**config.mk**
```make
export PLATFORM = sky130hd
export DESIGN_NAME = cpm_ram
export DESIGN_NICKNAME = d
export VERILOG_FILES = /design/src/rtl/cpm_ram.sv
export SDC_FILE = /design/constraint.sdc
export NUM_CORES = 1
export LEC_CHECK = 0
export ABC_AREA = 1
export BUFFER_PORTS_ARGS = -buffer_cell sky130_fd_sc_hd__buf_2
export CAP_MARGIN = 25
export CORE_MARGIN = 5
export CORE_UTILIZATION = 61
export DETAILED_ROUTE_END_ITERATION = 6
export HOLD_SLACK_MARGIN = 0.12
export PLACE_DENSITY_LB_ADDON = 0.12
export SLEW_MARGIN = 40
export SYNTH_ARGS = -nofsm -noshare
export SYNTH_HDL_FRONTEND = slang
export SYNTH_SLANG_ARGS = --single-unit
```
**constraint.sdc**
```tcl
create_clock -name clk -period 1.45 [get_ports clk]
set_input_delay 0.145 -clock clk [delete_from_list [all_inputs] [get_ports clk]]
set_output_delay 0.145 -clock clk [all_outputs]
set_load 0.01 [all_outputs]
```
**src/rtl/cpm_ram.sv**
```systemverilog
// ----------------------------------------------------------------------------
// cpm_ram
// Simple dual-port RAM: one write port, one read port, registered read data.
// ----------------------------------------------------------------------------
`default_nettype none

module cpm_ram #(
  parameter int WIDTH = 8,
  parameter int DEPTH = 16
) (
  input  wire logic                     clk,
  input  wire logic                     we,
  input  wire logic [$clog2(DEPTH)-1:0] waddr,
  input  wire logic [WIDTH-1:0]         wdata,
  input  wire logic [$clog2(DEPTH)-1:0] raddr,
  output logic      [WIDTH-1:0]         rdata
);

  logic [WIDTH-1:0] mem [DEPTH];

  always_ff @(posedge clk) begin
    if (we) begin
      mem[waddr] <= wdata;
    end
    rdata <= mem[raddr];
  end

endmodule

`default_nettype wire

```
# Word-level counts from Yosys, hierarchy flattened
# Memories as Yosys holds them, arrays and structs flattened. A register that Yosys moved wholly into a read port is not among the register bits.
# Index checks and enable logic that the tools add are counted.
# W data, S select, Z words.
# totals
reg_bits,0
latchBits,0
ram_bits,128
mem_bits_ro,0
out_inout_bits,8
elab_cells,3
n_memories,1
# classes
addsub,0
n_mul,0
div,0
order_cmp,0
n_eq_ne,0
shift,0
mux,2
bitwise,0
n_reduce_logical,0
# mem_list
name,words,width,rd,rd_ports_with_merged_regs,write_ports,line,source
mem,16,8,1,1,1,19,logic [WIDTH-1:0] mem [DEPTH];
# op_table
op,n
$mux W1,2

# Depth between registers and ports, before layout
# logic_depth
ltp_word,2
depth_mapped,8
depth_no_buf,7

# Worst setup path after synthesis
# OpenSTA, ideal clock, no wires.
# synth_path
path_type,input to register
startpoint,input port waddr[2]
endpoint,"memory mem[10][0], enable pin"
setup_time_ns,0.370
t_arrival_ns,0.726
path_slack_ns,0.354
path_stages,2
cell_sequence,nand3b_1 > nor2_1
# synth_lines
item,line,source
"start, declared",13,"input wire logic [$clog2(DEPTH)-1:0] waddr,"
"end, declared",19,
# No word-level cell before the write port.

# Worst setup path after layout
# layout_path
startpoint,"register rdata[2], read port of mem"
endpoint,output port rdata[2]
# layout_lines
item,line,source
"start, declared",16,output logic [WIDTH-1:0] rdata
# No word-level cell between the ends.

==> results.yml <==
run_status:
  outcome: "completed"
timing:
  fin_ws_ns: 0.304
  finalSetupViolations: 0
  period_share_pct: 79.0
  finalHoldViolCount: 0
  rsz0062_at_grt: "false"
  drv_slew: 0
  max_slew_margin_pct: 72.8
  worstMarginPinSlew_ns: 0.407
  period_minus_slack_ns: 1.15
  fin_setup_tns_ns: 0
  max_clock_freq_mhz: 873
  skew_ns: 0.00831
placement:
  portBuffers: 25
  place_congestion: 0.893
  place.detailed.hpwl_um: 7690
  post-place-ws_ns: 0.167
min_path:
  hold_depth: 5
  hp-class: "in -> reg"
  min-delay-start: "raddr[2]"
  holdPathEnd: "rdata[1]$_DFF_P_"
clock_network:
  cts_tree: "yes"
  cts_made_buffers: 17
  cts.reportedPaths.clkPinSlew_ns: 0.06
  ctsResizeCount: 0
  clk_latency_ns: 0.52
  htree_levels: 4
  clock-sinks: 136
  ctsLongestPathBuffers: 2
  cts_root_buffer: "clkbuf_8"
global_route:
  antenna_found_initial: 0
  grt_overflow: 0
  grt_max_degree: 59
  grt_pass1_vias: 3946
  grt_pass1_wl_um: 20400
  grt_usage_pct: 24.1
routing:
  drcViolationCount: 0
  wl_um: 12800
  via_per_inst: 5.33
  ant_nets: 0
  wl_per_cell_um: 17.1
  first_pass_iters: 5
  route.vias.total: 3973
  dr.first_iter.drc_count: 321
critical_path:
  cp_max_fo: 1
  reg2reg_depth: 6
  r2r-start: "mem[4][5]$_DFFE_PP_"
  slowest_stage: "dfxtp_1"
  critPathTopFamily: "flip-flops"
  regToRegEndpoint: "rdata[5]$_DFF_P_"
  max_stage_delay_ns: 0.35
  start_kind: "flop"
  cp.depth: 1
  crit_path_end_kind: "output port"
  crit_type: "reg -> out"
  r2r_slack_ns: 0.41
  worstPathCellList: "buf_2"
  worstPathRequired_ns: 1.31
  worst-path-buf-inv: 1
  cp.arrival_ns: 1.00
synthesis:
  synthXorXnorAreaFrac_pct: 0
  synth_compound_area_share_pct: 0
  syn_nets: 569
  synth_top_area_cell: "edfxtp_1"
  synthesis.area_mm2: 0.00577
  synth_area_per_cell_um2: 10.5
  synth_top_family_by_area: "simple AND/OR/NAND/NOR gates"
  ys_warn_count: 0
  ys_top_cells_by_area: "edfxtp_1 67%, nand2_1 11%, nand3_1 8.4%"
  synth_cell_type_count: 12
  synthSimpleGateAreaFrac_pct: 21.0
  muxShareOfSynthArea_pct: 0
  ys_ff_latch: 136
  synth-adder-area-share_pct: 0
  yosysTopAreaCellShare_pct: 66.7
  yosysSeqAreaShare_pct: 69.4
  synthesis.instances: 551
power_and_ir_drop:
  ir_worst_vdd_mv: 0.853
  power.leakage_nw: 2.98
  power_density_mw_per_mm2: 1370
finish:
  syn_to_final_growth_pct: 17.9
  nFillCells: 637
  post-route-util_pct: 73.6
  drive_above_1_share_pct: 13.3
  final_nets: 622
  antenna_cells: 0
floorplan:
  die-area_mm2: 0.0115
  initial_core_util_pct: 62.4
  num_rows: 35
  die_height_um: 107
  core_area_mm2: 0.00924
  ioPinCount: 26
  die-width_um: 107
run:
  max_cap_violations: 0
==> timing repair <==
action,4_1_cts,5_1_grt
buffers inserted,0,0
endpoints found under the hold margin,136,0
setup endpoints to repair,0,0
hold buffers,9,0
==> stage by stage <==
step | hold WS [ns] | instance area (um^2) | instances | power [mW]
after floorplan | 0.244 | 5770 | 551 | 4.82
after global placement | 0.500 | 6120 | 705 | 5.04
after detailed placement | 0.501 | 6120 | 705 | 5.06
after CTS | 0.165 | 6800 | 746 | 9.32
after global routing | 0.209 | 6800 | 746 | 9.61
final | 0.179 | 6800 | 746 | 9.30
==> report_power, final <==
group	total (mW)	switching, mW	internal (mW)
Clock	4.30	1.67	2.63
Combinational	0.575	0.387	0.189
Sequential	4.42	0.0271	4.39
Total	9.30	2.08	7.22
==> cell type report <==
| class | count | area, um^2 | area share (%) |
|---|---|---|---|
| Clock inverter | 14 | 175 | 2.58 |
| Sequential cell | 136 | 4000 | 58.9 |
| Inverter | 102 | 383 | 5.63 |
| Timing Repair Buffer | 58 | 445 | 6.55 |
| Multi-Input combinational cell | 289 | 1210 | 17.8 |
| Clock buffer | 18 | 418 | 6.15 |
| Tap cell | 129 | 161 | 2.37 |
==> placed cells by master (no fill, tap or decap) <==
master         synthesis  layout
edfxtp_1             128     128
nand3b_1               2       2
clkbuf_1               0       1
nand2_1              173     173
buf_2                 13      25
clkbuf_8               0       1
nand3_1               97      97
inv_6                  0       2
buf_12                 0       4
inv_2                  2       2
dfxtp_1                8       8
dlygate4sd3_1          0       9
clkinv_2               0       2
bufinv_16              0       3
clkbuf_16              0      16
buf_4                  4      20
clkinvlp_4             0       3
nor2_1                17      17
inv_1                100     100
clkinv_4               0       4
==> per-layer routing <==
layer,global-route usage [%],part of all wire (%),up-vias
met3,5.06,8.2,23
met1,32.3,40,1870
met5,0,0,-
met4,8.31,2.1,0
li1,-,-,1882
met2,39.4,49,198
==> cells in the mapped netlist <==
library cell and n:
nand3b_1 2, inv_1 100, nor2_1 17, dfxtp_1 8, buf_2 13, nand3_1 97
edfxtp_1 128, buf_1 1, buf_4 4, buf_6 6, inv_2 2, nand2_1 173
==> worst max path at each step <==
stage                           from              endpoint  slack, ns
floorplan                   waddr[2]  mem[10][0]$_DFFE_PP_       0.35
finish              rdata[2]$_DFF_P_              rdata[2]       0.30
global placement            raddr[0]      rdata[6]$_DFF_P_       0.20
CTS                 rdata[1]$_DFF_P_              rdata[1]       0.27
global route        rdata[1]$_DFF_P_              rdata[1]       0.27
detailed placement          raddr[0]      rdata[3]$_DFF_P_       0.17
==> registers in the layout (all words and copies together) (netlist names) <==
signal	count
mem	128
rdata	8
==> logic make-up (layout without fill, tap and decap cells) <==
kind of cell	Yosys count	count (layout)
buffers and inverters	126	192
DFF	136	136
and+or+nand+nor	289	289
Note: power is estimated with default switching activity, not from simulation.
